==> config.mk <==
export PLATFORM = sky130hd
export DESIGN_NAME = umq_ctrl
export DESIGN_NICKNAME = d
export VERILOG_FILES = /design/src/rtl/umq_pkg.sv /design/src/rtl/umq_ctrl.sv
export SDC_FILE = /design/constraint.sdc
export NUM_CORES = 1
export LEC_CHECK = 0
export ABC_CLOCK_PERIOD_IN_PS = 1600
export BUFFER_PORTS_ARGS = -buffer_cell sky130_fd_sc_hd__buf_4
export CAP_MARGIN = 10
export CORE_AREA = 3 3 40 42
export DETAILED_ROUTE_END_ITERATION = 7
export DIE_AREA = 0 0 43 45
export PLACE_DENSITY = 0.65
export REMOVE_ABC_BUFFERS = 1
export SLEW_MARGIN = 25
export SYNTH_ARGS = -nofsm -noshare
export SYNTH_HDL_FRONTEND = slang
export SYNTH_SLANG_ARGS = --single-unit
==> constraint.sdc <==
create_clock -name clk -period 1.6 [get_ports clk]
set_input_delay 0.08 -clock clk [delete_from_list [all_inputs] [get_ports clk]]
set_output_delay 0.08 -clock clk [all_outputs]
set_load 0.01 [all_outputs]
==> src/rtl/umq_pkg.sv <==
// Shared types and constants for the unsorted min queue.
// No dependencies; used by umq_ctrl, umq_dp and unsorted_min_queue_top.
package umq_pkg;

	localparam int CAPACITY = 128;
	localparam int IDX_W = (CAPACITY > 1) ? $clog2(CAPACITY) : 1;
	localparam int CNT_W = $clog2(CAPACITY + 1);
	localparam int DATA_W = 32;
	localparam int COUNT_OUT_W = 8;

	localparam logic signed [DATA_W-1:0] INT_MAX = {1'b0, {(DATA_W-1){1'b1}}};

	localparam logic OP_INSERT = 1'b0;
	localparam logic OP_REMOVE = 1'b1;

	typedef enum logic [1:0] {
		ST_OK    = 2'd0,
		ST_FULL  = 2'd1,
		ST_EMPTY = 2'd2
	} status_t;

	// controller -> datapath
	typedef struct packed {
		logic    load_in;
		logic    init_scan;
		logic    issue_rd;
		logic    do_insert;
		logic    do_swap;
		logic    load_out;
		status_t status;
	} cmd_t;

	// datapath -> controller
	typedef struct packed {
		logic op;
		logic full;
		logic empty;
		logic scan_last;
		logic out_busy;
	} sts_t;

endpackage

==> src/rtl/umq_ctrl.sv <==
// Sequencing FSM for the unsorted min queue.
// Depends on umq_pkg; drives umq_dp through cmd_t and reads sts_t.
module umq_ctrl (
	input  logic          clk,
	input  logic          arst_n,
	input  logic          in_valid,
	output logic          in_ready,
	input  umq_pkg::sts_t sts,
	output umq_pkg::cmd_t cmd
);

	typedef enum logic [5:0] {
		S_IDLE   = 6'b000001,
		S_DECIDE = 6'b000010,
		S_INSERT = 6'b000100,
		S_SCAN   = 6'b001000,
		S_DRAIN  = 6'b010000,
		S_DONE   = 6'b100000
	} state_t;

	state_t state_q, state_d;
	umq_pkg::status_t st_q, st_d;
	logic swap_pend_q, swap_pend_d;

	always_comb begin
		state_d = state_q;
		st_d = st_q;
		swap_pend_d = 1'b0;
		in_ready = 1'b0;
		cmd = '0;
		cmd.status = st_q;
		unique case (state_q)
			S_IDLE: begin
				in_ready = 1'b1;
				if (in_valid) begin
					cmd.load_in = 1'b1;
					state_d = S_DECIDE;
				end
			end
			S_DECIDE: begin
				st_d = umq_pkg::ST_OK;
				if (sts.op == umq_pkg::OP_INSERT) begin
					if (sts.full) begin
						st_d = umq_pkg::ST_FULL;
						state_d = S_DONE;
					end else begin
						state_d = S_INSERT;
					end
				end else if (sts.empty) begin
					st_d = umq_pkg::ST_EMPTY;
					state_d = S_DONE;
				end else begin
					cmd.init_scan = 1'b1;
					state_d = S_SCAN;
				end
			end
			S_INSERT: begin
				cmd.do_insert = 1'b1;
				state_d = S_DONE;
			end
			S_SCAN: begin
				cmd.issue_rd = 1'b1;
				if (sts.scan_last) begin
					state_d = S_DRAIN;
				end
			end
			S_DRAIN: begin
				// last read is compared this cycle; swap follows in DONE
				swap_pend_d = 1'b1;
				state_d = S_DONE;
			end
			S_DONE: begin
				cmd.do_swap = swap_pend_q;
				if (!sts.out_busy && !swap_pend_q) begin
					cmd.load_out = 1'b1;
					state_d = S_IDLE;
				end
			end
			default: begin
				state_d = S_IDLE;
			end
		endcase
	end

	always_ff @(posedge clk or negedge arst_n) begin
		if (!arst_n) begin
			state_q <= S_IDLE;
			st_q <= umq_pkg::ST_OK;
			swap_pend_q <= 1'b0;
		end else begin
			state_q <= state_d;
			st_q <= st_d;
			swap_pend_q <= swap_pend_d;
		end
	end

endmodule

### Yosys cells after proc, flatten, opt, wreduce, memory -nomap -nowiden

Index checks and enable logic that the tools add are counted.

| cells by class | value |
|---|---|
| eq/ne operators | 9 |
| multiplexer cells | 21 |
| reductions and logical operators | 5 |

Operator list:

| kind | number |
|---|---|
| 6-bit 2-to-1 mux | 6 |
| 6-bit case mux with 5 select lines | 1 |
| 1-bit 2-to-1 mux | 11 |
| 6-bit by 1-bit equality test with 1-bit output, second input constant | 1 |
| 6-bit by 2-bit equality test with 1-bit output, second input constant | 1 |
| 6-bit by 3-bit equality test with 1-bit output, second input constant | 1 |
| 6-bit by 4-bit equality test with 1-bit output, second input constant | 1 |
| 6-bit by 5-bit equality test with 1-bit output, second input constant | 1 |
| 6-bit equality test, second input constant | 1 |
| 2-bit 2-to-1 mux | 3 |
| 2-bit != test, second input constant | 3 |
| 3-bit AND reduction | 1 |
| 1-bit logical NOT | 2 |
| 2-bit OR reduction | 1 |
| 1-bit logical AND | 1 |

| storage, ports and cells | value |
|---|---|
| register bits | 9 |
| input bits | 8 |
| output and inout bits | 9 |
| logic and storage cells | 38 |

### Longest topological paths before layout

Gate-level depths: netlist (run 1).

| logic depth | value |
|---|---|
| word-level depth | 4 |
| mapped depth | 4 |
| mapped depth without buffers | 4 |

### Least setup slack after synthesis (run 1)

OpenSTA, ideal clock, no wires.

| path | value |
|---|---|
| kind | register to register |
| from | register state_q[2] |
| to | register state_q[3] |
| setup time | 0.064 ns |
| arrival time | 1.164 ns |
| data required time | 1.536 ns |
| path slack | 0.372 ns |
| stages on the path, launching flop included | 5 |
| path buffers | 0 |
| period minus slack after synthesis | 1.228 ns |
| cell sequence | dfrtp_1 nor2_4 nand4b_2 nor3b_2 a21o_1 |

| on the way | value |
|---|---|
| cells in the longest elaborated chain, start to end | 3 |
| elaborated cells on any way between the ends | 12 |
| those cells by class | 9 x eq/ne; 1 x mux; 2 x reduce/logical |

RTL lines:

| item | line | text |
|---|---|---|
| start, declared | umq_ctrl.sv:21 | `state_t state_q, state_d;` |
| start signal, assigned | umq_ctrl.sv:91 | `state_q <= state_d;` |
| 6-bit by 3-bit equality test with 1-bit output (tied with other cells) | umq_ctrl.sv:32 | `unique case (state_q)` |
| 2-bit OR reduction (no source line) or 2-bit != test (tied branches) | - |  |
| 6-bit case mux with 5 select lines or 3-bit AND reduction (tied branches) | - |  |

Several ways; a longest one is shown, not always the timed one.
A chain may end at the register's enable or synchronous reset.

==> key figures, run 1 <==
Final layout
  – Commonest non-fill, non-tap cell in the layout: buf_4
  – Share of cells above drive strength 1: 46.3%
  – Fin nets: 91
  – # fillers: 124
  – Area of the multi-input gates: 315 µm²
  – Final core occ: 60.7%
  – Commonest cells after routing, fill and taps aside: buf_4 (19), nor2_1 (5), nand2_1 (5), o21ai_0 (5)
  – FF+latch area: 231 µm²
  – P&R area growth vs syn: 46.6%
  – Antenna Cells: 0

Worst setup path
  – Reg2Reg Setup Slack: 0.28 ns
  – Worst path top cell family by delay: simple AND/OR/NAND/NOR gates
  – Largest stage delay, worst path: 0.47 ns
  – R2r endpoint: state_q[0]$_DFFE_PN1P_
  – Levels on crit path: 4
  – R2R Path Start: state_q[0]$_DFFE_PN1P_
  – CP required: 1.52 ns
  – Setup CP Type: register to output port
  – Setup crit start kind: register
  – R2R cell count: 4
  – Buf+Inv Stages, Crit Path: 1
  – Worst Path Max Fanout: 6
  – WP data arrival: 1.44 ns
  – Element type at the critical path end: output port
  – Crit path cell chain: nor2_4 -> and4b_4 -> and2_2 -> buf_4
  – Slowest CP cell: dfrtp_2

CTS
  – Skew-Pair Late Insertion Delay: 0.27 ns
  – CTS clock-pin slew for the worst setup and hold paths: 0.06 ns
  – H-tree levels: 1
  – Number of CTS-inserted buffers: 3
  – CTS tree: yes
  – Max Buffers Root-to-Sink: 2
  – Root buf cell: clkbuf_4
  – Clk sinks: 9

Floorplanning
  – Core Footprint: 0.00128 mm²
  – Starting Density: 41.4%
  – Chip height: 45 µm
  – Die footprint: 0.00194 mm²
  – Row count: 13
  – Die width: 43 µm
  – # IOs: 17

Routing
  – Routed WL: 1260 µm
  – 1st-iter DRT viols: 11
  – DRC errors left: 0
  – Vias/cell: 5.26
  – Drt pass-1 iters: 4
  – Via count: 510
  – Post-route ant nets: 0
  – WL/cell: 12.9 µm

Yosys
  – Number of synthesized register bits: 9
  – Syn Area/Cell: 9.50 µm²
  – Synthesized area: 532 µm²
  – Largest cells by area after synthesis: dfrtp_1 (38%), dfstp_2 (4.9%), o21ai_0 (4.7%), nor2_4 (4.2%), nor3_1 (3.8%)
  – Register area share after synthesis: 42.6%
  – Gate Count Post-Synth: 56
  – Synth unique cells: 27
  – Yosys warnings: 0
  – Area leader, netlist: dfrtp_1
  – Post-synth top area share: 37.6%

Timing
  – Fin. max-slew vios: 0
  – Worst-Margin Slew: 0.271 ns
  – Slew HR: 81.8%
  – Setup slack after layout: 0.0803 ns
  – RSZ-0062 raised after global routing: yes
  – Hold slack: 0.0568 ns
  – Max Freq: 0.658 GHz
  – Final period util: 95.0%
  – Final hold vios: 0
  – Final min period: 1.52 ns
  – Final setup vio count: 0
  – Setup TNS: 0 ns
  – Layout Skew: 0.00384 ns

Power
  – Clock Power Share: 16.8%
  – Comb pwr share: 46.1%
  – Worst VDD drop: 0.556 mV
  – Sequential Power Share: 37.1%
  – Power Internal: 665 µW
  – Net Switching: 397 µW
  – P_leak: 0.000379 µW
  – Tot Pwr: 1060 µW
  – Switching Fraction: 37.4%
  – PwrDens: 1360 mW/mm²

Hold path
  – Hold Path End: state_q[1]$_DFFE_PN0P_
  – Min-delay worst type: primary input to register
  – Hold Startpoint: in_valid
  – Worst Hold Depth: 2

Global routing
  – GR Overflow Total: 0
  – Largest net degree at the start of global routing: 10
  – Global-route wire length before repair: 2040 µm
  – Vias in the first global route: 467
  – GRT Overall Usage: 14.9%
  – Initial antenna violation count: 0

Placed design
  – Post-DP HPWL: 904 µm
  – Worst slack at placement: 0.203 ns
  – Port Buffer Count: 16
  – Routability congestion estimate: 0.737

Flow run
  – Max_cap viols: 0

Status
  – Status: finished clean
Yosys cell counts:
cell,n
a221oi_2,1
nor3_1,4
inv_1,4
and3_1,1
o21ai_0,5
nor4b_1,1
nor4_1,1
a31oi_1,1
nor2_1,5
dfrtp_1,8
nand2b_1,1
nor3b_2,1
o211ai_1,1
and4b_4,1
a21oi_1,1
nand2_1,5
a21o_1,1
nor2b_1,2
a211o_1,1
o21ai_1,1
nor2_4,2
dfstp_2,1
and2_2,2
nand4b_2,1
nand3_1,1
and4b_2,1
xor2_1,2
power by group through the flow:
| stage | combinational [µW] | clock (µW) | sequential [µW] |
|---|---|---|---|
| after detailed placement | 457 | 0 | 374 |
| after global routing | 539 | 203 | 404 |
| after CTS | 465 | 188 | 376 |
| after global placement | 451 | 0 | 374 |
| after floorplan | 278 | 0 | 377 |
| final | 490 | 179 | 394 |
worst reg2reg max path: cells and delay by family (launching register included):
kind | cells | cell delay [ns]
xor+xnor | 1 | 0.19
compound gates | 3 | 0.42
flops | 1 | 0.63
per-layer routing:
| metal | GRT usage (%) | wire length (µm) | vias to the layer above |
|---|---|---|---|
| met1 | 16.0 | 539 | 238 |
| met5 | 0 | 0 | - |
| met3 | 5.98 | 88 | 5 |
| li1 | - | - | 251 |
| met2 | 23.1 | 585 | 16 |
| met4 | 12.7 | 42 | 0 |
registers in the layout, indices dropped and copies added (netlist names):
| register | count |
|---|---|
| st_q | 2 |
| state_q | 6 |
| swap_pend_q | 1 |
how the worst max path moves through the flow:
stage                                  end  slack (ns)              startpoint
CTS                                 cmd[6]       0.008  state_q[2]$_DFFE_PN0P_
floorplan           state_q[3]$_DFFE_PN0P_        0.37  state_q[2]$_DFFE_PN0P_
global placement                    cmd[2]        0.28  state_q[4]$_DFFE_PN0P_
global route                        cmd[7]      -0.007  state_q[3]$_DFFE_PN0P_
finish                              cmd[7]        0.08  state_q[4]$_DFFE_PN0P_
detailed placement                  cmd[2]        0.20  state_q[4]$_DFFE_PN0P_
logic make-up (layout without fill, tap and decap cells):
group                     Yosys count  in the layout  share of synthesized area, %
AOI/OAI and AO/OA                  12             12                          15.1
xor gates and xnor gates            2              2                          3.29
buffers and inverters               4             30                          2.82
DFF                                 9              9                          42.6
and+or+nand+nor                    29             29                          36.2
through the flow:
stage / instances / cell area, µm²
after floorplan: 56 / 532
after global placement: 88 / 678
after detailed placement: 88 / 678
after CTS: 95 / 739
after global routing: 97 / 779
final: 97 / 779
final cells by class:
cell class                      instances  share of cell area (%)
Tap cell                               15                    2.41
Timing Repair Buffer                   22                    22.2
Clock buffer                            4                    3.37
Multi-Input combinational cell         43                    40.4
Sequential cell                         9                    29.7
Inverter                                4                    1.93
repair_timing:
action,in CTS,in global routing
resized for setup,1,7
setup buffers,0,2
hold endpoints to repair,10,0
hold buffers,3,0
setup endpoints to repair,1,4
pin swaps,0,1
No activity file was read; power rests on OpenSTA's default activity.
==> run 2: changes to the inputs <==
--- a/config.mk
+++ b/config.mk
@@ -5,7 +5,7 @@
 export SDC_FILE = /design/constraint.sdc
 export NUM_CORES = 1
 export LEC_CHECK = 0
-export ABC_CLOCK_PERIOD_IN_PS = 1600
+export ABC_CLOCK_PERIOD_IN_PS = 1900
 export BUFFER_PORTS_ARGS = -buffer_cell sky130_fd_sc_hd__buf_4
 export CAP_MARGIN = 10
 export CORE_AREA = 3 3 40 42
==> constraint.sdc (replaced) <==
create_clock -name clk -period 1.9 [get_ports clk]
set_input_delay 0.095 -clock clk [delete_from_list [all_inputs] [get_ports clk]]
set_output_delay 0.095 -clock clk [all_outputs]
set_load 0.01 [all_outputs]
==> run 2 against run 1 <==
Against the previous run:
- sequential share of layout area rose by 1.5 points
- cell area fell by 6.7%
- critical path depth did not move
- sequential power fell by 19%
- critical path type is now register to register
- critical endpoint is now state_q[2]$_DFFE_PN0P_
- highest routed layer unchanged
==> key figures, run 2 (synthesis gave the netlist of run 1 again) <==
Timing
  – Max Freq: 0.592 GHz
  – Final hold vios: 0
  – RSZ-0062 raised after global routing: no
  – Slew HR: 77.9%
  – Worst-Margin Slew: 0.329 ns
  – Fin. max-slew vios: 0
  – Final setup vio count: 0
  – Final period util: 88.9%
  – Layout Skew: 0.00398 ns
  – Setup TNS: 0 ns
  – Setup slack after layout: 0.211 ns
  – Final min period: 1.69 ns

Final layout
  – # fillers: 127
  – Fin nets: 88
  – Top flop regs: state_q x6, st_q x2, swap_pend_q x1
  – Final std cells w/o fill: 94
  – P&R area growth vs syn: 36.7%
  – Biggest register: state_q
  – Largest register FFs: 6
  – Antenna Cells: 0
  – FF+latch area: 226 µm²
  – Commonest cells after routing, fill and taps aside: buf_4 (16), dfrtp_1 (8), nor2_1 (5), nand2_1 (5), o21ai_0 (5)
  – Area of the multi-input gates: 290 µm²
  – Final core occ: 56.6%
  – Share of cells above drive strength 1: 36.7%
  – Commonest non-fill, non-tap cell in the layout: buf_4

Floorplanning
  – # IOs: 17
  – Die footprint: 0.00194 mm²
  – Row count: 13
  – Starting Density: 41.4%
  – Die width: 43 µm
  – Core Footprint: 0.00128 mm²
  – Chip height: 45 µm

CTS
  – Setup Buffers After CTS: 0
  – CTS tree: yes
  – H-tree levels: 1
  – Root buf cell: clkbuf_4
  – Post-CTS sizing: 0
  – CTS clock-pin slew for the worst setup and hold paths: 0.06 ns
  – Max Buffers Root-to-Sink: 2
  – Number of CTS-inserted buffers: 3
  – Skew-Pair Late Insertion Delay: 0.26 ns
  – Clk sinks: 9

Worst setup path
  – CP Launch Point: state_q[5]$_DFFE_PN0P_
  – CP required: 2.09 ns
  – WP data arrival: 1.88 ns
  – Worst Path Max Fanout: 7
  – R2R cell count: 4
  – Worst setup path endpoint: state_q[2]$_DFFE_PN0P_
  – Element type at the critical path end: register
  – Setup crit start kind: register
  – R2r endpoint: state_q[2]$_DFFE_PN0P_
  – Reg2Reg Setup Slack: 0.21 ns
  – Setup CP Type: register to register
  – R2R Path Start: state_q[5]$_DFFE_PN0P_

Power
  – PwrDens: 1160 mW/mm²
  – Tot Pwr: 843 µW
  – Worst VDD drop: 0.450 mV
  – P_leak: 0.000362 µW

Placed design
  – Port Buffer Count: 16
  – Worst slack at placement: 0.534 ns
  – Routability congestion estimate: 0.753
  – Placed Cells: 87
  – Post-DP HPWL: 875 µm

Global routing
  – Vias in the first global route: 425
  – Global-route wire length before repair: 1880 µm
  – GRT Overall Usage: 13.4%
  – GR Overflow Total: 0
  – Initial antenna violation count: 0
  – Largest net degree at the start of global routing: 10

Routing
  – Drt pass-1 iters: 4
  – WL/cell: 12.3 µm
  – 1st-iter DRT viols: 3
  – Vias/cell: 5.07
  – DRC errors left: 0
  – Via count: 477
  – Routed WL: 1160 µm
  – Post-route ant nets: 0

Hold path
  – Min-delay worst type: primary input to register
  – Hold Startpoint: in_valid

Flow run
  – Max_cap viols: 0

Status
  – Status: finished clean
==> run 2: cell types whose count changed in the layout (fill, tap and decap cells not counted) <==
| cell | delta |
|---|---|
| buf_4 | -3 |
| dfrtp_1 | +4 |
| dfrtp_2 | -4 |
| nand4b_2 | +1 |
| nand4b_4 | -1 |
| nor3_1 | +2 |
| nor3_2 | -1 |
| nor3_4 | -1 |
==> run 2: cell type report <==
class | instances | area share [%]
multi-input combinational | 43 | 39.9
sequential | 9 | 31.2
timing repair buffer | 19 | 20.7
clock buffer | 4 | 3.61
tap | 15 | 2.58
inverter | 4 | 2.07
==> run 2: per-layer routing <==
| layer | vias up | global-route usage, % | part of all wire, % |
|---|---|---|---|
| met5 | - | 0 | 0 |
| met4 | 0 | 9.04 | 1.9 |
| met3 | 2 | 2.39 | 7.3 |
| met2 | 15 | 20.4 | 45 |
| met1 | 214 | 17.3 | 46 |
| li1 | 246 | - | - |
==> run 2: through the flow <==
step | instance area [µm²] | hold WS [ns]
after floorplan | 532 | -0.201
after global placement | 671 | -0.0719
after detailed placement | 671 | -0.0725
after CTS | 727 | 0.0735
after global routing | 727 | 0.0732
final | 727 | 0.0789
==> run 2: critical path: stages (launching register included) <==
cell and delay, ns:
dfrtp_1 0.48, nor2_4 0.18, nand4b_2 0.20, nor3_1 0.18, dlygate4sd3_1 0.58
==> run 2: power by group <==
part / switching, µW / internal, µW / leakage (µW) / total [µW]
Sequential: 68.6 / 250 / 0.000119 / 319
Combinational: 173 / 201 / 0.000228 / 374
Clock: 69.4 / 81.1 / 0.0000150 / 150
Total: 311 / 532 / 0.000362 / 843
==> run 2: how the worst min path moves through the flow <==
stage                     cells after the start  slack [ns]                     end
final                                         2        0.08  state_q[1]$_DFFE_PN0P_
after CTS                                     2        0.07  state_q[1]$_DFFE_PN0P_
after floorplan                               0       -0.20     st_q[0]$_DFFE_PN0P_
after global placement                        1       -0.07  state_q[1]$_DFFE_PN0P_
after global routing                          2        0.07  state_q[1]$_DFFE_PN0P_
after detailed placement                      1       -0.07  state_q[5]$_DFFE_PN0P_
==> run 2: what timing repair did <==
action,in CTS,in global routing
endpoints found under the hold margin,10,0
setup endpoints to repair,0,0
hold buffers,3,0
