<file path="src/rtl/umq_pkg.sv">
// Shared types and constants for the unsorted min queue.
// No dependencies; used by umq_ctrl, umq_dp and unsorted_min_queue_top.
package umq_pkg;

	localparam int CAPACITY = 128;
	localparam int IDX_W = (CAPACITY > 1) ? $clog2(CAPACITY) : 1;
	localparam int CNT_W = $clog2(CAPACITY + 1);
	localparam int DATA_W = 32;
	localparam int COUNT_OUT_W = 8;

	localparam logic signed [DATA_W-1:0] INT_MAX = {1'b0, {(DATA_W-1){1'b1}}};

	localparam logic OP_INSERT = 1'b0;
	localparam logic OP_REMOVE = 1'b1;

	typedef enum logic [1:0] {
		ST_OK    = 2'd0,
		ST_FULL  = 2'd1,
		ST_EMPTY = 2'd2
	} status_t;

	// controller -> datapath
	typedef struct packed {
		logic    load_in;
		logic    init_scan;
		logic    issue_rd;
		logic    do_insert;
		logic    do_swap;
		logic    load_out;
		status_t status;
	} cmd_t;

	// datapath -> controller
	typedef struct packed {
		logic op;
		logic full;
		logic empty;
		logic scan_last;
		logic out_busy;
	} sts_t;

endpackage

</file>
<file path="src/rtl/umq_dp.sv">
// Datapath of the unsorted min queue: entry memory, scan compare, result register.
// Depends on umq_pkg; commanded by umq_ctrl.
module umq_dp (
	input  logic                                  clk,
	input  logic                                  arst_n,
	input  umq_pkg::cmd_t                         cmd,
	output umq_pkg::sts_t                         sts,
	input  logic                                  op,
	input  logic signed [umq_pkg::DATA_W-1:0]     value,
	output logic                                  out_valid,
	input  logic                                  out_ready,
	output logic signed [umq_pkg::DATA_W-1:0]     removed_value,
	output logic signed [umq_pkg::DATA_W-1:0]     min_value,
	output logic [umq_pkg::COUNT_OUT_W-1:0]       count,
	output logic [1:0]                            status
);

	logic signed [umq_pkg::DATA_W-1:0] mem [umq_pkg::CAPACITY];

	logic                              op_q;
	logic signed [umq_pkg::DATA_W-1:0] val_q;
	logic [umq_pkg::CNT_W-1:0]         count_q;
	logic signed [umq_pkg::DATA_W-1:0] min_q;
	logic [umq_pkg::IDX_W-1:0]         idx_q;
	logic [umq_pkg::IDX_W-1:0]         pick_q;
	logic signed [umq_pkg::DATA_W-1:0] best_q;
	logic signed [umq_pkg::DATA_W-1:0] second_q;
	logic signed [umq_pkg::DATA_W-1:0] last_val_q;
	logic signed [umq_pkg::DATA_W-1:0] removed_q;
	logic signed [umq_pkg::DATA_W-1:0] rd_data_s1;
	logic [umq_pkg::IDX_W-1:0]         rd_idx_s1;
	logic                              rd_vld_s1;
	logic                              out_valid_q;

	logic [umq_pkg::IDX_W-1:0]         last_idx;
	logic                              we;
	logic [umq_pkg::IDX_W-1:0]         waddr;
	logic signed [umq_pkg::DATA_W-1:0] wdata;

	assign last_idx = umq_pkg::IDX_W'(count_q - umq_pkg::CNT_W'(1));

	assign sts.op        = op_q;
	assign sts.full      = (count_q == umq_pkg::CNT_W'(umq_pkg::CAPACITY));
	assign sts.empty     = (count_q == '0);
	assign sts.scan_last = (idx_q == last_idx);
	assign sts.out_busy  = out_valid_q && !out_ready;

	// single write port: append on insert, move last entry into the hole on remove
	always_comb begin
		we = cmd.do_insert || cmd.do_swap;
		if (cmd.do_swap) begin
			waddr = pick_q;
			wdata = last_val_q;
		end else begin
			waddr = umq_pkg::IDX_W'(count_q);
			wdata = val_q;
		end
	end

	always_ff @(posedge clk) begin
		if (we) begin
			mem[waddr] <= wdata;
		end
		rd_data_s1 <= mem[idx_q];
		rd_idx_s1 <= idx_q;
	end

	// item capture and scan bookkeeping
	always_ff @(posedge clk) begin
		if (cmd.load_in) begin
			op_q <= op;
			val_q <= value;
		end
		if (cmd.init_scan) begin
			idx_q <= '0;
			pick_q <= '0;
			best_q <= umq_pkg::INT_MAX;
			second_q <= umq_pkg::INT_MAX;
		end else begin
			if (cmd.issue_rd) begin
				idx_q <= idx_q + umq_pkg::IDX_W'(1);
			end
			if (rd_vld_s1) begin
				// strict compare keeps the lowest index among equal minima
				if (rd_data_s1 < best_q) begin
					second_q <= best_q;
					best_q <= rd_data_s1;
					pick_q <= rd_idx_s1;
				end else if (rd_data_s1 < second_q) begin
					second_q <= rd_data_s1;
				end
				if (rd_idx_s1 == last_idx) begin
					last_val_q <= rd_data_s1;
				end
			end
		end
		if (cmd.load_in) begin
			removed_q <= '0;
		end else if (cmd.do_swap) begin
			removed_q <= best_q;
		end
		if (cmd.load_out) begin
			removed_value <= removed_q;
			min_value <= min_q;
			count <= umq_pkg::COUNT_OUT_W'(count_q);
			status <= cmd.status;
		end
	end

	always_ff @(posedge clk or negedge arst_n) begin
		if (!arst_n) begin
			count_q <= '0;
			min_q <= umq_pkg::INT_MAX;
			rd_vld_s1 <= 1'b0;
			out_valid_q <= 1'b0;
		end else begin
			rd_vld_s1 <= cmd.issue_rd;
			if (cmd.do_insert) begin
				count_q <= count_q + umq_pkg::CNT_W'(1);
				if (val_q < min_q) begin
					min_q <= val_q;
				end
			end else if (cmd.do_swap) begin
				count_q <= count_q - umq_pkg::CNT_W'(1);
				// second smallest of the scanned set is the new minimum
				min_q <= second_q;
			end
			if (cmd.load_out) begin
				out_valid_q <= 1'b1;
			end else if (out_ready) begin
				out_valid_q <= 1'b0;
			end
		end
	end

	assign out_valid = out_valid_q;

	a_count_bound: assert property (@(posedge clk) disable iff (!arst_n)
		count_q <= umq_pkg::CNT_W'(umq_pkg::CAPACITY))
		else $error("held count above capacity");

	a_empty_min: assert property (@(posedge clk) disable iff (!arst_n)
		(count_q == '0) |-> (min_q == umq_pkg::INT_MAX))
		else $error("empty queue with non-max minimum");

	a_swap_dec: assert property (@(posedge clk) disable iff (!arst_n)
		cmd.do_swap |=> (count_q == $past(count_q) - umq_pkg::CNT_W'(1)))
		else $error("remove did not shrink count");

	a_read_in_range: assert property (@(posedge clk) disable iff (!arst_n)
		cmd.issue_rd |-> (umq_pkg::CNT_W'(idx_q) < count_q))
		else $error("scan read beyond held entries");

endmodule
</file>
<file path="config.mk">
export PLATFORM = sky130hd
export DESIGN_NAME = umq_dp
export DESIGN_NICKNAME = d
export VERILOG_FILES = /design/src/rtl/umq_pkg.sv /design/src/rtl/umq_dp.sv
export SDC_FILE = /design/constraint.sdc
export NUM_CORES = 2
export LEC_CHECK = 0
export BUFFER_PORTS_ARGS = -buffer_cell sky130_fd_sc_hd__buf_2
export CAP_MARGIN = 0
export CORE_MARGIN = 5
export CORE_UTILIZATION = 35
export CTS_CLUSTER_DIAMETER = 60
export DETAILED_ROUTE_END_ITERATION = 10
export GPL_TIMING_DRIVEN = 0
export PLACE_DENSITY = 0.54
export SYNTH_ARGS = -nofsm -noshare
export SYNTH_HDL_FRONTEND = slang
export SYNTH_SLANG_ARGS = --single-unit
</file>
<file path="constraint.sdc">
create_clock -name clk -period 4.28 [get_ports clk]
set_input_delay 0.428 -clock clk [delete_from_list [all_inputs] [get_ports clk]]
set_output_delay 0.428 -clock clk [all_outputs]
set_load 0.02 [all_outputs]
</file>
Yosys cells after proc, flatten, opt, wreduce, memory -nomap -nowiden --
Memories as Yosys holds them, arrays and structs flattened. A register that Yosys moved wholly into a read port is not among the register bits. Index checks and enable logic that the tools add are counted.
Storage, ports and cells: bits in latches 0, memories 1, bits in writable memories 4096, ROM bits 0, input port bits 44, flip-flop bits (word level) 298, word-level logic and storage cells 53
Cells by class: equal/unequal tests 4, bitwise logic cells 1, reductions and logical operators 11, multiply operators 0, $add $sub $neg 3, shift-type cells 0, order comparisons 3, muxes and demuxes 13, divide/modulo/power cells 0
Memory list:
- mem | words 128, bits a word 32, rd ports 1, clocked after memory_dff 1, wr ports 1, line umq_dp.sv:18 | logic signed [umq_pkg::DATA_W-1:0] mem [umq_pkg::CAPACITY];
Operator list (number):
- $mux W32 | 6
- $lt A32 B32 Y1 | 3
- $mux W8 | 2
- $eq A7 B7 Y1 | 2
- $add A8 B1 Y8 const B | 1
- $eq A8 B8 Y1 const B | 1
- $logic_not A8 Y1 | 1
- $sub A8 B1 Y8 const B | 1
- $add A7 B1 Y7 const B | 1
- $mux W7 | 1
- $reduce_and A2 Y1 | 3
- $reduce_bool A2 Y1 | 3
- $mux W1 | 4
- $reduce_and A3 Y1 | 1
- $ne A2 B1 Y1 const B | 1
- $logic_and A1 B1 Y1 | 1
- $logic_not A1 Y1 | 1
- $logic_or A1 B1 Y1 | 1
- $not A1 Y1 | 1

Logic depth before layout (Yosys ltp) --
depth in word-level cells 3, gate-level depth with buffers 12, depth with buffers taken out 10

Worst setup path after synthesis --
No wires, ideal clock.
kind reg-to-reg, start reg count_q[0] (netlist name), end reg last_val_q[0] (netlist name) (enable), data required time 3819 ps, slack 3 ps, data arrival time 3816 ps, stages on the path, launching flop included 9, buffers on the path 1, path through dfrtp_1 > clkbuf_1 > inv_1 > ha_1 > nand2_1 > xor2_1 > xor2_1 > nand4_1 > nor3_1
On the way: longest elaborated chain between the ends 3
RTL lines:
- start: declaration | line umq_dp.sv:22 | logic [umq_pkg::CNT_W-1:0] count_q;
- start signal: assignment | line umq_dp.sv:119 | count_q <= count_q + umq_pkg::CNT_W'(1);
- start signal: assignment | line umq_dp.sv:124 | count_q <= count_q - umq_pkg::CNT_W'(1);
- $sub A8 B1 Y8
- $eq A7 B7 Y1 | line umq_dp.sv:92 | if (rd_idx_s1 == last_idx) begin
- $reduce_and A3 Y1 (no line)
- end signal: assignment | line umq_dp.sv:93 | last_val_q <= rd_data_s1;
- end: declaration | line umq_dp.sv:28 | logic signed [umq_pkg::DATA_W-1:0] last_val_q;
Every way passes these cells. A chain may end at the register's enable or synchronous reset.

Final worst setup path --
start reg count_q[1] (netlist name), end mem mem[46][16] (netlist name) (enable)
On the way: longest elaborated chain between the ends 1
RTL lines:
- $mux W7 | line umq_dp.sv:51 | if (cmd.do_swap) begin
- end: declaration | line umq_dp.sv:18
Every way passes these cells.

==> flow_summary.html <==
<table>
<tr><th>Metric</th><th>Value</th></tr>
<tr><th colspan="2">Global route</th></tr>
<tr><td>Initial antenna violation count</td><td>84</td></tr>
<tr><td>Met1 Resource Use GR</td><td>about 26%</td></tr>
<tr><td>Overall Global Routing Usage</td><td>between 10% and 20%</td></tr>
<tr><td>Global-route wire length before repair</td><td>~670000 um</td></tr>
<tr><td>Met2 Use GR</td><td>31.0%</td></tr>
<tr><td>Global-route congestion overflow total</td><td>0</td></tr>
<tr><td>Global routing met3 resource utilization</td><td>3.42%</td></tr>
<tr><td>Number of global-route vias before repair</td><td>approximately 84000</td></tr>
<tr><td>Routing layer with the top usage in global route</td><td>met2</td></tr>
<tr><td>Maximum number of pins on one net before global-route repair</td><td>approximately 110</td></tr>
<tr><th colspan="2">STA</th></tr>
<tr><td>Final Max Slew Viols</td><td>0</td></tr>
<tr><td>Unrepaired setup endpoints after global routing</td><td>true</td></tr>
<tr><td>Transition time at the pin with the least slew margin</td><td>approximately 1400 ps</td></tr>
<tr><td>Number of endpoints with negative hold slack in the final report</td><td>0</td></tr>
<tr><td>Worst slew margin relative to its limit</td><td>under 10%</td></tr>
<tr><td>Minimum hold slack</td><td>60.4 ps</td></tr>
<tr><td>Final period util</td><td>101%</td></tr>
<tr><td>Shortest clock period the worst path allows after layout</td><td>4330 ps</td></tr>
<tr><td>Final critical-path setup slack</td><td>-47.1 ps</td></tr>
<tr><td>Final setup skew</td><td>around 54 ps</td></tr>
<tr><td>Final total negative setup slack</td><td>-2100 ps</td></tr>
<tr><td>Highest clock frequency the design can meet</td><td>231 MHz</td></tr>
<tr><td>Final setup fails</td><td>91</td></tr>
<tr><th colspan="2">Hold path</th></tr>
<tr><td>Worst hold-check path type</td><td>primary input to register</td></tr>
<tr><th colspan="2">Die</th></tr>
<tr><td>Die Height</td><td>around 700 um</td></tr>
<tr><td>Row cnt</td><td>approximately 260</td></tr>
<tr><td>Total die area</td><td>roughly 500000 um2</td></tr>
<tr><td>Initial cell density of the core</td><td>about a third</td></tr>
<tr><td>Core outline area</td><td>489000 um2</td></tr>
<tr><td>Number of primary I/O pins</td><td>approximately 120</td></tr>
<tr><td>Die X</td><td>approximately 710 um</td></tr>
<tr><th colspan="2">Layout</th></tr>
<tr><td>Combined area of the multi-input logic cells</td><td>between 30000 and 40000 um2</td></tr>
<tr><td>Post-route cell area</td><td>around 200000 um2</td></tr>
<tr><td>Share of cells above drive strength 1</td><td>between 30% and 40%</td></tr>
<tr><td>Sequential standard cell area</td><td>about 130000 um2</td></tr>
<tr><td>Final net count</td><td>about 8400</td></tr>
<tr><td>Area added between synthesis and finish</td><td>17.4%</td></tr>
<tr><td>Fill cells</td><td>42100</td></tr>
<tr><th colspan="2">Placed design</th></tr>
<tr><td>RD Place Congestion</td><td>between 0.9 and 1</td></tr>
<tr><td>Post-Place Setup Slack</td><td>-1100 ps</td></tr>
<tr><td>DP HPWL</td><td>about 340000 um</td></tr>
<tr><td>Standard cell area after detailed placement</td><td>185000 um2</td></tr>
<tr><td>Input/output buffers</td><td>about 120</td></tr>
<tr><th colspan="2">Pwr</th></tr>
<tr><td>Leak</td><td>62.2 nW</td></tr>
<tr><td>Total power per unit cell area</td><td>502 nW/um2</td></tr>
<tr><td>Worst-case vdd ir drop</td><td>slightly above 0.4 mV</td></tr>
<tr><th colspan="2">Clock tree</th></tr>
<tr><td>CTS max path bufs</td><td>4</td></tr>
<tr><td>Worst-path clk slew</td><td>60 ps</td></tr>
<tr><td>CTS root buffer</td><td>sky130_fd_sc_hd__clkbuf_16</td></tr>
<tr><td>Worst-skew pair later-pin latency</td><td>1040 ps</td></tr>
<tr><td>Total CTS buffers</td><td>444</td></tr>
<tr><td>Level count of the clock H-tree</td><td>5</td></tr>
<tr><td>TritonCTS clock tree</td><td>done</td></tr>
<tr><td>Number of clock sinks</td><td>about 4400</td></tr>
<tr><th colspan="2">Yosys</th></tr>
<tr><td>Arithmetic-cell share of the synthesized area counting full adders, half adders and majority gates</td><td>less than 1%</td></tr>
<tr><td>Warning count from the yosys run</td><td>0</td></tr>
<tr><td>Share of synthesized area occupied by flip-flops and latches</td><td>roughly 77%</td></tr>
<tr><td>Mux cell area share after synthesis</td><td>18.6%</td></tr>
<tr><td>Ys async rst share</td><td>0.949%</td></tr>
<tr><td>Compound-cell area share of the yosys netlist</td><td>1.13%</td></tr>
<tr><td>Number of library cell types mapped by synthesis</td><td>57</td></tr>
<tr><td>Most used DFF post-synth</td><td>sky130_fd_sc_hd__edfxtp_1</td></tr>
<tr><td>Syn Std Cell Area</td><td>about 170000 um2</td></tr>
<tr><td>Number of nets in the synthesized netlist</td><td>7580</td></tr>
<tr><td>Mean post-synth cell area</td><td>between 20 and 25 um2</td></tr>
<tr><td>Number of enable-type register cells in the synthesized netlist</td><td>roughly 4200</td></tr>
<tr><td>Simple logic cell fraction of the synthesized area</td><td>under 10%</td></tr>
<tr><td>Main combinational cell family by area after synthesis</td><td>multiplexers</td></tr>
<tr><td>Synthesized-area fraction occupied by xor and xnor cells</td><td>less than 1%</td></tr>
<tr><td>Mapped Cells</td><td>~7400</td></tr>
<tr><td>Number of flip-flops and latches in the synthesized netlist</td><td>4426</td></tr>
<tr><th colspan="2">Worst setup path</th></tr>
<tr><td>Crit path required time</td><td>between 4000 and 5000 ps</td></tr>
<tr><td>Element type at the critical path end</td><td>register</td></tr>
<tr><td>Arrival time worst endpoint</td><td>around 5000 ps</td></tr>
<tr><td>Critical Path Start Type</td><td>register</td></tr>
<tr><td>Crit Path Class</td><td>register to register</td></tr>
<tr><td>Critical path peak fanout</td><td>21</td></tr>
<tr><th colspan="2">Detailed routing</th></tr>
<tr><td>Post-detailed-route wirelength per cell</td><td>about 32 um</td></tr>
<tr><td>DRT iter0 DRCs</td><td>slightly below 10000</td></tr>
<tr><td>Via total after detailed routing</td><td>roughly 82000</td></tr>
<tr><td>Total detailed-routing wirelength</td><td>around 480000 um</td></tr>
<tr><td>Post-route DRC</td><td>0</td></tr>
<tr><td>Iteration count of the initial detailed-routing pass</td><td>6</td></tr>
<tr><td>Residual antenna-violating net count after detailed routing</td><td>0</td></tr>
<tr><td>Vias per inst</td><td>5.44</td></tr>
<tr><th colspan="2">Outcome</th></tr>
<tr><td>Failing checks</td><td>negative setup slack</td></tr>
<tr><td>Run status</td><td>finished, violations left</td></tr>
<tr><th colspan="2">Flow run</th></tr>
<tr><td>MaxCap Viol Count</td><td>0</td></tr>
</table>
-- synthesized netlist by cell type (3+ instances only) --
master,number,area share [%]
sky130_fd_sc_hd__nand3_1,55,0.16
sky130_fd_sc_hd__edfxtp_1,4235,74
sky130_fd_sc_hd__xor2_1,13,0.066
sky130_fd_sc_hd__clkbuf_1,247,0.54
sky130_fd_sc_hd__o32ai_1,5,0.026
sky130_fd_sc_hd__o21a_1,3,0.013
sky130_fd_sc_hd__nand3b_1,33,0.14
sky130_fd_sc_hd__a21oi_1,71,0.21
sky130_fd_sc_hd__mux4_2,1340,18
sky130_fd_sc_hd__nor2b_1,8,0.029
sky130_fd_sc_hd__buf_6,3,0.020
sky130_fd_sc_hd__xnor2_1,14,0.072
sky130_fd_sc_hd__buf_2,118,0.34
sky130_fd_sc_hd__buf_1,35,0.077
sky130_fd_sc_hd__nand4_1,14,0.051
sky130_fd_sc_hd__dfstp_2,31,0.48
sky130_fd_sc_hd__mux2_2,65,0.43
sky130_fd_sc_hd__ha_1,97,0.71
sky130_fd_sc_hd__o21ai_0,22,0.064
sky130_fd_sc_hd__nand2b_1,74,0.27
sky130_fd_sc_hd__dfrtp_1,11,0.16
sky130_fd_sc_hd__and3_1,3,0.011
sky130_fd_sc_hd__dfxtp_1,149,1.7
sky130_fd_sc_hd__a31oi_1,3,0.011
sky130_fd_sc_hd__nor3_1,9,0.026
sky130_fd_sc_hd__inv_1,104,0.23
sky130_fd_sc_hd__nand2_1,167,0.37
sky130_fd_sc_hd__a211o_1,31,0.16
sky130_fd_sc_hd__a211oi_1,42,0.18
sky130_fd_sc_hd__nor2_1,221,0.48
sky130_fd_sc_hd__a2111oi_0,5,0.026
sky130_fd_sc_hd__o211ai_1,63,0.28
sky130_fd_sc_hd__a21o_1,14,0.061
sky130_fd_sc_hd__mux2i_1,104,0.61
sky130_fd_sc_hd__or3_1,3,0.011
-- timing repair --
| item | 4_1_cts | 5_1_grt |
|---|---|---|
| resized for setup | 81 | 31 |
| hold buffers | 41 | 0 |
| hold endpoints to repair | 85 | 0 |
| pin swaps | 8 | 12 |
| setup endpoints to repair | 389 | 356 |
| buffers inserted | 20 | 30 |
-- path summary, 6_finish.rpt --
check	start	to	slack, ps	depth (start not counted)
worst max-delay path	count_q[1]	mem[46][16]	-50	6
worst min-delay path	cmd[2]	min_value[1]	60	1
worst max register to register	count_q[1]	mem[46][16]	-50	6
worst min register to register	idx_q[6]	rd_idx_s1[6]	350	0
max in group asynchronous	arst_n	count_q[0]	3330	2
min in group asynchronous	arst_n	count_q[1]	190	2
-- critical path: stages (launching register included) --
cell                       delay (ps)
sky130_fd_sc_hd__dfrtp_1          630
sky130_fd_sc_hd__inv_1            180
sky130_fd_sc_hd__o32ai_1          580
sky130_fd_sc_hd__nand3_1          800
sky130_fd_sc_hd__clkbuf_2         740
sky130_fd_sc_hd__nor2_4           710
sky130_fd_sc_hd__buf_12           280
-- flip-flops by register name, indices dropped and copies added, names as in the netlist, 2 cells and up --
register / count
second_q: 32
val_q: 32
removed_value: 32
pick_q: 7
status: 2
min_value: 32
rd_data_s1: 32
best_q: 32
last_val_q: 32
min_q: 32
mem: 4096
count: 8
count_q: 8
idx_q: 7
removed_q: 32
rd_idx_s1: 7
-- power by group --
| group | leakage [nW] | total, mW | switching [mW] | internal [mW] |
|---|---|---|---|---|
| Clock | 7.07 | 38.9 | 16.6 | 22.3 |
| Combinational | 15.2 | 12.1 | 7.60 | 4.54 |
| Sequential | 39.8 | 50.0 | 0.981 | 49.0 |
-- final cells by class --
type	count	area share [%]
Inverter	104	0.194
Tap cell	6475	4.03
Sequential cell	4426	65.2
Timing Repair Buffer	389	2.81
Clock buffer	551	5.80
Multi-Input combinational cell	2505	19.6
Clock inverter	268	1.39
Buffer	398	0.949
Antenna cell	30	0.0373
-- layout by cell type, fill, tap and decap left out, types with 104 or more instances in the layout --
cell type and n:
sky130_fd_sc_hd__dfxtp_1 149, sky130_fd_sc_hd__inv_1 104, sky130_fd_sc_hd__buf_2 226, sky130_fd_sc_hd__nor2_4 128, sky130_fd_sc_hd__clkbuf_16 446, sky130_fd_sc_hd__buf_12 125, sky130_fd_sc_hd__edfxtp_1 4235, sky130_fd_sc_hd__nand2_1 167
sky130_fd_sc_hd__clkbuf_1 278, sky130_fd_sc_hd__mux4_2 1340
-- per-layer routing --
layer / wire, um / up-vias
met3: 37800 / 684
met2: 234000 / 3525
met1: 195000 / 44900
met4: 16900 / 2
li1: - / 33300
met5: 20 / -
-- cells by family (layout without fill, tap and decap cells) --
| kind of cell | count (synthesis) | in the layout |
|---|---|---|
| DFF | 4426 | 4426 |
| muxes | 1509 | 1509 |
| and+or+nand+nor | 594 | 594 |
| buffers and inverters | 508 | 1710 |
| AOI/OAI and AO/OA | 278 | 278 |
| adders and majority gates | 97 | 97 |
| xor gates and xnor gates | 27 | 27 |
| other | 0 | 30 |
-- per-stage QoR --
stage	cells	utilization [%]	power (mW)
after global routing	15100	41.1	104
after global placement	14000	36.8	62.1
final	15100	41.1	101
after CTS	15100	41.0	102
after floorplan	7439	-	57.6
after detailed placement	14200	37.9	62.8
Note: power is estimated with default switching activity, not from simulation.
